==> config.mk <==
export PLATFORM = sky130hd
export DESIGN_NAME = kpd_divider
export DESIGN_NICKNAME = d
export VERILOG_FILES = /design/src/hw/rtl/keyframe_polyline_decimator_unit_defines.svh /design/src/hw/rtl/kpd_divider.sv
export SDC_FILE = /design/constraint.sdc
export NUM_CORES = 1
export LEC_CHECK = 0
export ABC_CLOCK_PERIOD_IN_PS = 5150
export CORE_MARGIN = 2
export CORE_UTILIZATION = 45
export CTS_CLUSTER_SIZE = 10
export DETAILED_ROUTE_END_ITERATION = 16
export DONT_BUFFER_PORTS = 1
export PLACE_DENSITY_LB_ADDON = 0.3
export SLEW_MARGIN = 20
export SYNTH_ARGS = -nofsm -noshare
export SYNTH_HDL_FRONTEND = slang
export SYNTH_SLANG_ARGS = --single-unit
export TNS_END_PERCENT = 1
==> constraint.sdc <==
create_clock -name clk -period 5.15 [get_ports clk]
set_input_delay 0.7725 -clock clk [delete_from_list [all_inputs] [get_ports clk]]
set_output_delay 0.7725 -clock clk [all_outputs]
set_load 0.05 [all_outputs]
==> src/hw/rtl/keyframe_polyline_decimator_unit_defines.svh <==
// assertion macros used by keyframe_polyline_decimator_unit.sv
`ifndef KEYFRAME_POLYLINE_DECIMATOR_UNIT_DEFINES_SVH
`define KEYFRAME_POLYLINE_DECIMATOR_UNIT_DEFINES_SVH
`define KPD_ASSERT_IMPL(lbl, clk, rst, a, c) \
  lbl: assert property (@(posedge clk) disable iff (rst) (a) |-> (c)) else $error("lbl");
`define KPD_ASSERT_NEXT(lbl, clk, rst, a, c) \
  lbl: assert property (@(posedge clk) disable iff (rst) (a) |=> (c)) else $error("lbl");
`endif

==> src/hw/rtl/kpd_divider.sv <==
`default_nettype none
module kpd_divider (
  input  wire logic        clk,
  input  wire logic        rst,
  input  wire logic        start,
  input  wire logic [31:0] dividend,
  input  wire logic [15:0] divisor,
  output logic             done,
  output logic [31:0]      quotient
);
  logic [31:0] q;
  logic [16:0] r;
  logic [15:0] d;
  logic [5:0]  cnt;
  logic        busy;
  logic [16:0] trial;
  logic [16:0] sh;

  always_comb begin
    sh = {r[15:0], q[31]};
    trial = sh - {1'b0, d};
  end

  always_ff @(posedge clk) begin
    done <= 1'b0;
    if (rst) begin
      busy <= 1'b0;
      cnt <= '0;
    end else if (start) begin
      busy <= 1'b1;
      q <= dividend;
      r <= '0;
      d <= divisor;
      cnt <= 6'd32;
    end else if (busy) begin
      if (!trial[16]) begin
        r <= trial;
        q <= {q[30:0], 1'b1};
      end else begin
        r <= sh;
        q <= {q[30:0], 1'b0};
      end
      cnt <= cnt - 6'd1;
      if (cnt == 6'd1) begin
        busy <= 1'b0;
        done <= 1'b1;
      end
    end
  end

  assign quotient = q;
endmodule
`default_nettype wire

==> impl_metrics.env <==
export IMPL_cp_num_buf_inv=2
export IMPL_wl_per_cell_um=17.3
export IMPL_fin_tns_setup_ps=0
export IMPL_cts_resized=0
export IMPL_wirelength_um=7240
export IMPL_htreeDepth=3
export IMPL_synthDominantAreaCellType="edfxtp_1"
export IMPL_ant_nets=0
export IMPL_drive_gt1_share_pct=8.95
export IMPL_cts_root_buf="clkbuf_8"
export IMPL_synthesis_nets=376
export IMPL_dp_cells=402
export IMPL_n_antenna_cell=0
export IMPL_clock_latency_ps=350
export IMPL_yosysTopAreaCellShare_pct=51.3
export IMPL_dp_hpwl_um=5050
export IMPL_grt_setup_unrepaired="false"
export IMPL_worstHoldPathCells=1
export IMPL_gp_congestion=0.832
export IMPL_r2r_start="quotient[31]"
export IMPL_p_leak_nw=1.55
export IMPL_die_area_mm2=0.00908
export IMPL_fin_skew_ps=11.6
export IMPL_drt_initial_drc_count=150
export IMPL_ys_ff_latch=72
export IMPL_period_needed_ps=3560
export IMPL_timing_rr_end="r[7]"
export IMPL_hold_path_end="cnt[5]"
export IMPL_setup_violations_final=0
export IMPL_layout_nets=378
export IMPL_viasPerCell=5.60
export IMPL_antenna_found_initial=0
export IMPL_grt_first_pass_wirelength_um=11500
export IMPL_max_freq_ghz=0.281
export IMPL_min_from="rst"
export IMPL_hold_viol=0
export IMPL_yosys_top_cells_area="edfxtp_1, mux2_1, ha_1"
export IMPL_synthCells=306
export IMPL_rr_worst_depth=11
export IMPL_rows=33
export IMPL_io_buffers=0
export IMPL_grt_use_total_pct=16.8
export IMPL_grt_max_degree=55
export IMPL_placed_cell_area_mm2=0.00384
export IMPL_grt_pass1_vias=2399
export IMPL_cts_sinks=72
export IMPL_postCtsHoldBufs=0
export IMPL_grt_ovfl_total=0
export IMPL_final_cell_area_mm2=0.00406
export IMPL_cts_buffers=9
export IMPL_synthToLayoutAreaGrowth_pct=8.41
export IMPL_end_kind="flop"
export IMPL_min_path_type="in -> reg"
export IMPL_cts_tree="yes"
export IMPL_drv_slew=0
export IMPL_synth_area_mm2=0.00375
export IMPL_final_cell_count_no_fill=418
export IMPL_ioPinCount=84
export IMPL_dr_pass1_iters=4
export IMPL_critical_path_top_delay_family="compound AO/OA/AOI/OAI gates"
export IMPL_synth_edf_count=64
export IMPL_die_w_um=95.3
export IMPL_tightest_slew_ps=652
export IMPL_post_cts_setup_buffers=0
export IMPL_relSlewSlack_pct=56.5
export IMPL_ys_flop_type="edfxtp_1"
export IMPL_syn_area_per_cell_um2=12.3
export IMPL_vias=2340
export IMPL_max_stage_delay_ps=670
export IMPL_arrival_ps=3670
export IMPL_total_power_mw=1.58
export IMPL_die_h_um=95.3
export IMPL_drv_cap=0
export IMPL_r2r_setup_slack_ps=1590
export IMPL_crit_slowest_cell="edfxtp_1"
export IMPL_postSynth_asyncResetShare_pct=0
export IMPL_worstSetupPathType="reg -> reg"
export IMPL_required_ps=5260
export IMPL_drc=0
export IMPL_irDropWorstVdd_uv=284
export IMPL_initial_core_util_pct=46.1
export IMPL_yosys_warnings=0
export IMPL_power_density_mw_per_mm2=388
export IMPL_clk_pin_slew_ps=80
export IMPL_status="finished, final reports clean"
export IMPL_period_share_pct=69.1
export IMPL_cp_max_fo=13
export IMPL_path_cells="inv_1 -> ha_1 -> fa_1 -> nand2b_1 -> a21oi_2 -> o2111ai_2 -> o21a_1 -> o211ai_2 -> buf_4 -> mux2i_1 -> nor2_1"
export IMPL_cts_path_max_buffers=2
export IMPL_ys_seq_area_share_pct=55.5
export IMPL_critPathLaunchType="flop"
export IMPL_ys_types=50
export IMPL_core_area_mm2=0.00813
-- worst max path at each step --
stage / depth (start not counted) / startpoint / end
after detailed placement: 11 / quotient[31] / r[7]
after floorplan: 4 / start / quotient[0]
after global placement: 11 / quotient[31] / r[5]
after global routing: 11 / quotient[31] / r[6]
after CTS: 11 / quotient[31] / r[7]
final: 11 / quotient[31] / r[7]
-- metal layers --
layer  global-route usage [%]  up-vias  routed length, µm
li1                         -     1114                  -
met1                     19.7     1125               2970
met2                     27.5       90               3520
met3                     6.01       11                613
met4                     7.73        0                131
met5                        0        -                  0
-- where the power goes --
part / internal, mW / leakage, nW / switching (mW)
logic: 0.133 / 0.772 / 0.166
clock network: 0.275 / 0.103 / 0.220
registers: 0.697 / 0.677 / 0.0847
-- logic make-up (layout without fill, tap and decap cells) --
kind of cell / count (synthesis) / after routing / synth area share, %
and+or+nand+nor: 74 / 74 / 9.35
DFF: 72 / 72 / 55.5
AOI/OAI and AO/OA: 53 / 53 / 9.45
muxes: 41 / 41 / 12.0
buffers and inverters: 33 / 40 / 3.87
adders and majority gates: 19 / 19 / 6.54
xor gates and xnor gates: 14 / 14 / 3.27
-- sequential cells by signal, summed over array words and instances, names as in the netlist --
register and flops:
cnt 6, r 16, quotient 32, busy 1, done 1, d 16
-- metrics by stage --
| step | hold WS, ps | utilization [%] | worst slack [ps] |
|---|---|---|---|
| final | 492 | 50.0 | 1590 |
| after global routing | 480 | 50.0 | 1360 |
| after CTS | 480 | 50.0 | 1590 |
| after detailed placement | 494 | 47.3 | 1610 |
| after global placement | 481 | 47.3 | 1720 |
| after floorplan | 469 | - | 1210 |
-- layout by cell type (no fill, tap or decap), types with 2 or more instances in the layout --
cell and instances:
edfxtp_1 64, mux2_1 28, nand2_1 22, nor2_1 21, inv_1 20, a21oi_1 18, ha_1 18, xnor2_1 11
mux2i_1 10, clkbuf_8 9, dfxtp_1 8, nor3_1 6, a21o_1 5, o21a_1 5, o21ai_0 5, nand2b_1 4
o21ai_1 4, nor2b_1 4, mux2_2 3, or2_1 3, xor2_1 3, buf_4 3, o211ai_2 2, nand3b_1 2
a211oi_1 2, nand3_1 2, or3_1 2, bufinv_16 2, clkinvlp_4 2
-- Yosys cell counts, types with 6 or more instances --
cell and count:
mux2i_1 10, dfxtp_1 8, nor3_1 6, clkbuf_1 7, nand2_1 22, edfxtp_1 64
a21oi_1 18, nor2_1 22, inv_1 20, mux2_1 28, ha_1 18, xnor2_1 11
-- worst register-to-register path, stage by stage (launching register included) --
cell and delay [ps]:
edfxtp_1 670, inv_1 130, ha_1 260, fa_1 410, nand2b_1 200, a21oi_2 190, o2111ai_2 210, o21a_1 230
o211ai_2 420, buf_4 320, mux2i_1 240, nor2_1 50
-- area by class of cell --
| type | count | area, µm² |
|---|---|---|
| well taps | 105 | 131 |
| repair buffers | 3 | 22.5 |
| fillers | 724 | 4070 |
| clock buffers | 10 | 128 |
| clock inverters | 6 | 92.6 |
| multi-input cells | 201 | 1530 |
| inverters | 21 | 78.8 |
| flip-flops and latches | 72 | 2080 |
No activity file was read; power rests on OpenSTA's default activity.
