[config.mk]
export PLATFORM = sky130hd
export DESIGN_NAME = kpd_key_store
export DESIGN_NICKNAME = d
export VERILOG_FILES = /design/src/hw/rtl/keyframe_polyline_decimator_unit_defines.svh /design/src/hw/rtl/kpd_pkg.sv /design/src/hw/rtl/kpd_key_store.sv
export SDC_FILE = /design/constraint.sdc
export NUM_CORES = 2
export LEC_CHECK = 0
export ABC_AREA = 1
export ABC_CLOCK_PERIOD_IN_PS = 4700
export BUFFER_PORTS_ARGS = -buffer_cell sky130_fd_sc_hd__clkbuf_2
export CAP_MARGIN = 40
export CORE_ASPECT_RATIO = 1.1
export CORE_MARGIN = 2
export CORE_UTILIZATION = 30
export CTS_CLUSTER_SIZE = 20
export DETAILED_ROUTE_END_ITERATION = 10
export HOLD_SLACK_MARGIN = 0.06
export PLACE_DENSITY_LB_ADDON = 0.15
export SYNTH_ARGS = -nofsm -noshare
export SYNTH_HDL_FRONTEND = slang
export SYNTH_SLANG_ARGS = --single-unit
[constraint.sdc]
create_clock -name clk -period 4.7 [get_ports clk]
set_input_delay 0.94 -clock clk [delete_from_list [all_inputs] [get_ports clk]]
set_output_delay 0.94 -clock clk [all_outputs]
set_load 0.05 [all_outputs]
[src/hw/rtl/keyframe_polyline_decimator_unit_defines.svh]
// assertion macros used by keyframe_polyline_decimator_unit.sv
`ifndef KEYFRAME_POLYLINE_DECIMATOR_UNIT_DEFINES_SVH
`define KEYFRAME_POLYLINE_DECIMATOR_UNIT_DEFINES_SVH
`define KPD_ASSERT_IMPL(lbl, clk, rst, a, c) \
  lbl: assert property (@(posedge clk) disable iff (rst) (a) |-> (c)) else $error("lbl");
`define KPD_ASSERT_NEXT(lbl, clk, rst, a, c) \
  lbl: assert property (@(posedge clk) disable iff (rst) (a) |=> (c)) else $error("lbl");
`endif

[src/hw/rtl/kpd_pkg.sv]
`default_nettype none
package kpd_pkg;
  localparam int MaxKeysDefault = 64;
  localparam int TimeW = 16;
  localparam int ValueW = 32;
  localparam int TolW = 31;
  localparam int FracW = 17;
  localparam logic [31:0] SatMax = 32'h7FFF_FFFF;
  localparam logic [0:0] RegTolerance = 1'b0;
  localparam logic [0:0] RegInterpMode = 1'b1;
endpackage
`default_nettype wire

[src/hw/rtl/kpd_key_store.sv]
`default_nettype none
module kpd_key_store #(
  parameter int MAX_KEYS = kpd_pkg::MaxKeysDefault,
  parameter int IdxW = (MAX_KEYS > 1) ? $clog2(MAX_KEYS) : 1
) (
  input  wire logic                      clk,
  input  wire logic                      we,
  input  wire logic [IdxW-1:0]           waddr,
  input  wire logic [kpd_pkg::TimeW-1:0] wtime,
  input  wire logic [31:0]               wvalue,
  input  wire logic [IdxW-1:0]           raddr,
  output logic [kpd_pkg::TimeW-1:0]      rtime,
  output logic [31:0]                    rvalue
);
  logic [kpd_pkg::TimeW-1:0] time_mem [MAX_KEYS];
  logic [31:0]               value_mem [MAX_KEYS];

  always_ff @(posedge clk) begin
    if (we) begin
      time_mem[waddr] <= wtime;
      value_mem[waddr] <= wvalue;
    end
    rtime <= time_mem[raddr];
    rvalue <= value_mem[raddr];
  end
endmodule
`default_nettype wire

==> impl_metrics.tcl <==
set metrics [dict create \
    timing.critical_path.buf_inv 1 \
    ctsResizeCount 0 \
    layout.filler_cells 40101 \
    post_route_clock_skew_ns 0.0345 \
    num_rows 247 \
    drtAntennaViolNets 0 \
    rsz0062_at_grt "no" \
    synthesis.area_sq_mm 0.124 \
    post-cts-setup-buffer-count 0 \
    detail_route.iter0.violations 8899 \
    finalWirelength_mm 461 \
    placeableCoreArea_sq_mm 0.412 \
    relSlewSlack_pct 29.9 \
    cp_max_fo 1 \
    cts_inserted_buffers 335 \
    syn_inst 10116 \
    first_pass_grt_wire_length_mm 639 \
    die_h_microns 679 \
    placed_cells 15426 \
    place.detailed.hpwl_mm 245 \
    area_growth_pct 15.7 \
    hold_depth 1 \
    clk_transition_reported_paths_ns 0.06 \
    final_min_period_over_clock_period_pct 61.1 \
    placement.io_buffers 109 \
    setup_viol_count_final 0 \
    yosysWarnings 0 \
    register_area_sq_mm 0.0932 \
    rr_startpoint "value_mem[39][5]$_DFFE_PP_" \
    synth.top_cell.area_share_pct 74.2 \
    tightestPinTransition_ns 1.05 \
    ys_seq_area_share_pct 75.0 \
    holdCritPathClass "input pin to flop" \
    timing.setup.tns_ns 0 \
    first_global_vias 79146 \
    cellPowerDensity_mw_per_mm2 421 \
    vias 82173 \
    worst_hold_endpoint "value_mem[45][30]$_DFFE_PP_" \
    yosys-top-cells-area "sky130_fd_sc_hd__edfxtp_1 (74%), sky130_fd_sc_hd__nand3_1 (11%), sky130_fd_sc_hd__nand2_1 (10%)" \
    tritoncts_num_sinks 3120 \
    detail_route.vias_per_cell 5.12 \
    grt_max_degree 190 \
    detail_route.wl_per_cell_microns 28.7 \
    critical_path.endpoint_type "primary output" \
    start_kind "flop" \
    htree_levels 5 \
    worst_r2r_path_depth 8 \
    hold_buffer_count_at_cts 0 \
    ys_seq_elements 3120 \
    run_status "finished, final reports clean" \
    non_filler_instance_count_after_layout 16035 \
    synth_fp_nets 10178 \
    initial_utilization_pct 30.2 \
    global_route.overflow_total 0 \
    clk_latency_ns 0.91 \
    antenna_found_initial 48 \
    setup.worst_path.class "flop to primary output" \
    synth.distinct_cells 17 \
    critical_path_required_ns 3.76 \
    slowest_stage "sky130_fd_sc_hd__dfxtp_1" \
    cellLeakagePower_nw 49.9 \
    chipWidth_microns 618 \
    detailed_place.area_sq_mm 0.133 \
    worstSetupPathDepth 1 \
    firstDrtPassIters 6 \
    cell_chosen_for_the_clock_root "sky130_fd_sc_hd__clkbuf_16" \
    grtUsageTotal_pct 21.4 \
    max_slew_violation_count 0 \
    r2r_slack_ns 3.11 \
    period_minus_slack_ns 2.87 \
    synthesis.area_per_instance_sq_um 12.3 \
    multi_input_comb_area_sq_mm 0.0278 \
    timing.max_cap.violations 0 \
    cts_tree "yes" \
    max_freq_mhz 348 \
    timing.hold.worst.start "wvalue[30]" \
    finalHoldWorstSlack_ns 0.381 \
    arrival_ns 1.93 \
    layout.nets 10348 \
    cpLargestDelayFamily "flip-flops" \
    worstSetupStartpoint "rvalue[16]$_DFF_P_" \
    critical-path-max-stage-delay_ns 0.66 \
    clock_path_buffers 4 \
    yosys.area.top_type "sky130_fd_sc_hd__edfxtp_1" \
    drc_markers 0 \
    timing.final.hold_violations 0 \
    layout.cell_area.non_filler_sq_mm 0.144 \
    die_footprint_sq_mm 0.419 \
    drive_above_1_share_pct 9.67 \
    finalWeightedCongestion 0.783 \
    vdd.ir_drop.worst_mv 0.297 \
    top_level_ports 110 \
    timing.critical_path.cells "clkbuf_2" \
    critical_path.reg2reg.endpoint "rvalue[5]$_DFF_P_" \
]
cells in the mapped netlist:
| cell type | instances |
|---|---|
| sky130_fd_sc_hd__nand2_1 | 3394 |
| sky130_fd_sc_hd__edfxtp_1 | 3072 |
| sky130_fd_sc_hd__nand3_1 | 2847 |
| sky130_fd_sc_hd__buf_2 | 361 |
| sky130_fd_sc_hd__clkbuf_1 | 124 |
| sky130_fd_sc_hd__buf_6 | 66 |
| sky130_fd_sc_hd__nor2_1 | 64 |
| sky130_fd_sc_hd__buf_4 | 63 |
| sky130_fd_sc_hd__buf_1 | 54 |
| sky130_fd_sc_hd__dfxtp_1 | 48 |
| sky130_fd_sc_hd__inv_1 | 8 |
| sky130_fd_sc_hd__nand4_1 | 8 |
| sky130_fd_sc_hd__buf_8 | 2 |
| sky130_fd_sc_hd__clkinv_1 | 2 |
| sky130_fd_sc_hd__buf_12 | 1 |
| sky130_fd_sc_hd__inv_2 | 1 |
| sky130_fd_sc_hd__inv_4 | 1 |
area by class of cell:
cell class                      count  area share (%)
Antenna cell                       11          0.0191
Clock buffer                      474            6.49
Clock inverter                    123           0.765
Inverter                           12          0.0652
Multi-Input combinational cell   6313            19.3
Sequential cell                  3120            64.8
Tap cell                         5478            4.77
Timing Repair Buffer              504            3.80
stage by stage:
| step | power (mW) | setup slack [ns] | utilization [%] |
|---|---|---|---|
| 2_1_floorplan | 33.6 | 0.741 | - |
| 3_3_place_gp | 35.3 | 1.15 | 32.3 |
| 3_5_place_dp | 35.4 | 1.15 | 32.4 |
| 4_1_cts | 61.1 | 1.71 | 34.9 |
| 5_1_grt | 62.4 | 1.78 | 34.9 |
| 6_report | 60.5 | 1.83 | 34.9 |
placed cells by master, fill, tap and decap left out, types with 3 or more instances in the layout:
master	instances
sky130_fd_sc_hd__inv_1	6
sky130_fd_sc_hd__clkbuf_2	103
sky130_fd_sc_hd__inv_8	4
sky130_fd_sc_hd__nand2_1	3394
sky130_fd_sc_hd__buf_4	245
sky130_fd_sc_hd__clkbuf_1	109
sky130_fd_sc_hd__clkbuf_8	20
sky130_fd_sc_hd__clkinv_2	49
sky130_fd_sc_hd__nand3_1	2847
sky130_fd_sc_hd__dfxtp_1	48
sky130_fd_sc_hd__inv_6	6
sky130_fd_sc_hd__clkbuf_16	346
sky130_fd_sc_hd__buf_16	5
sky130_fd_sc_hd__diode_2	11
sky130_fd_sc_hd__edfxtp_1	3072
sky130_fd_sc_hd__clkinv_1	42
sky130_fd_sc_hd__clkinv_8	5
sky130_fd_sc_hd__bufinv_16	18
sky130_fd_sc_hd__buf_12	142
sky130_fd_sc_hd__clkinvlp_4	3
sky130_fd_sc_hd__nand4_1	8
sky130_fd_sc_hd__nor2_4	64
sky130_fd_sc_hd__buf_8	7
cell families after synthesis:
kind of cell  synth area share [%]
buf+inv                       3.05
simple gates                  21.9
flops                         75.0
layer usage:
layer,GRT usage (%),vias to the layer above,wire length (microns)
met5,0,-,91
met4,5.78,14,12200
met3,2.80,608,26000
met2,36.6,2828,226000
met1,28.5,42330,196000
li1,-,36393,-
state kept, by name, indices dropped and copies added (netlist names):
signal and flops:
value_mem 2048, rvalue 32, time_mem 1024, rtime 16
report_power, final:
group | internal [mW] | switching (mW) | total (mW)
Combinational | 0.917 | 2.90 | 3.82
Sequential | 30.8 | 0.143 | 30.9
Clock | 14.8 | 11.0 | 25.8
Total | 46.5 | 14.0 | 60.5
worst max path at each step:
stage                                     endpoint  slack (ns)
after floorplan           time_mem[0][0]$_DFFE_PP_        0.74
after CTS                                 rtime[2]        1.71
final                                   rvalue[16]        1.83
after global routing                    rvalue[16]        1.78
after detailed placement          rtime[3]$_DFF_P_        1.15
after global placement            rtime[3]$_DFF_P_        1.15
Power figures use the tool's default switching activity.
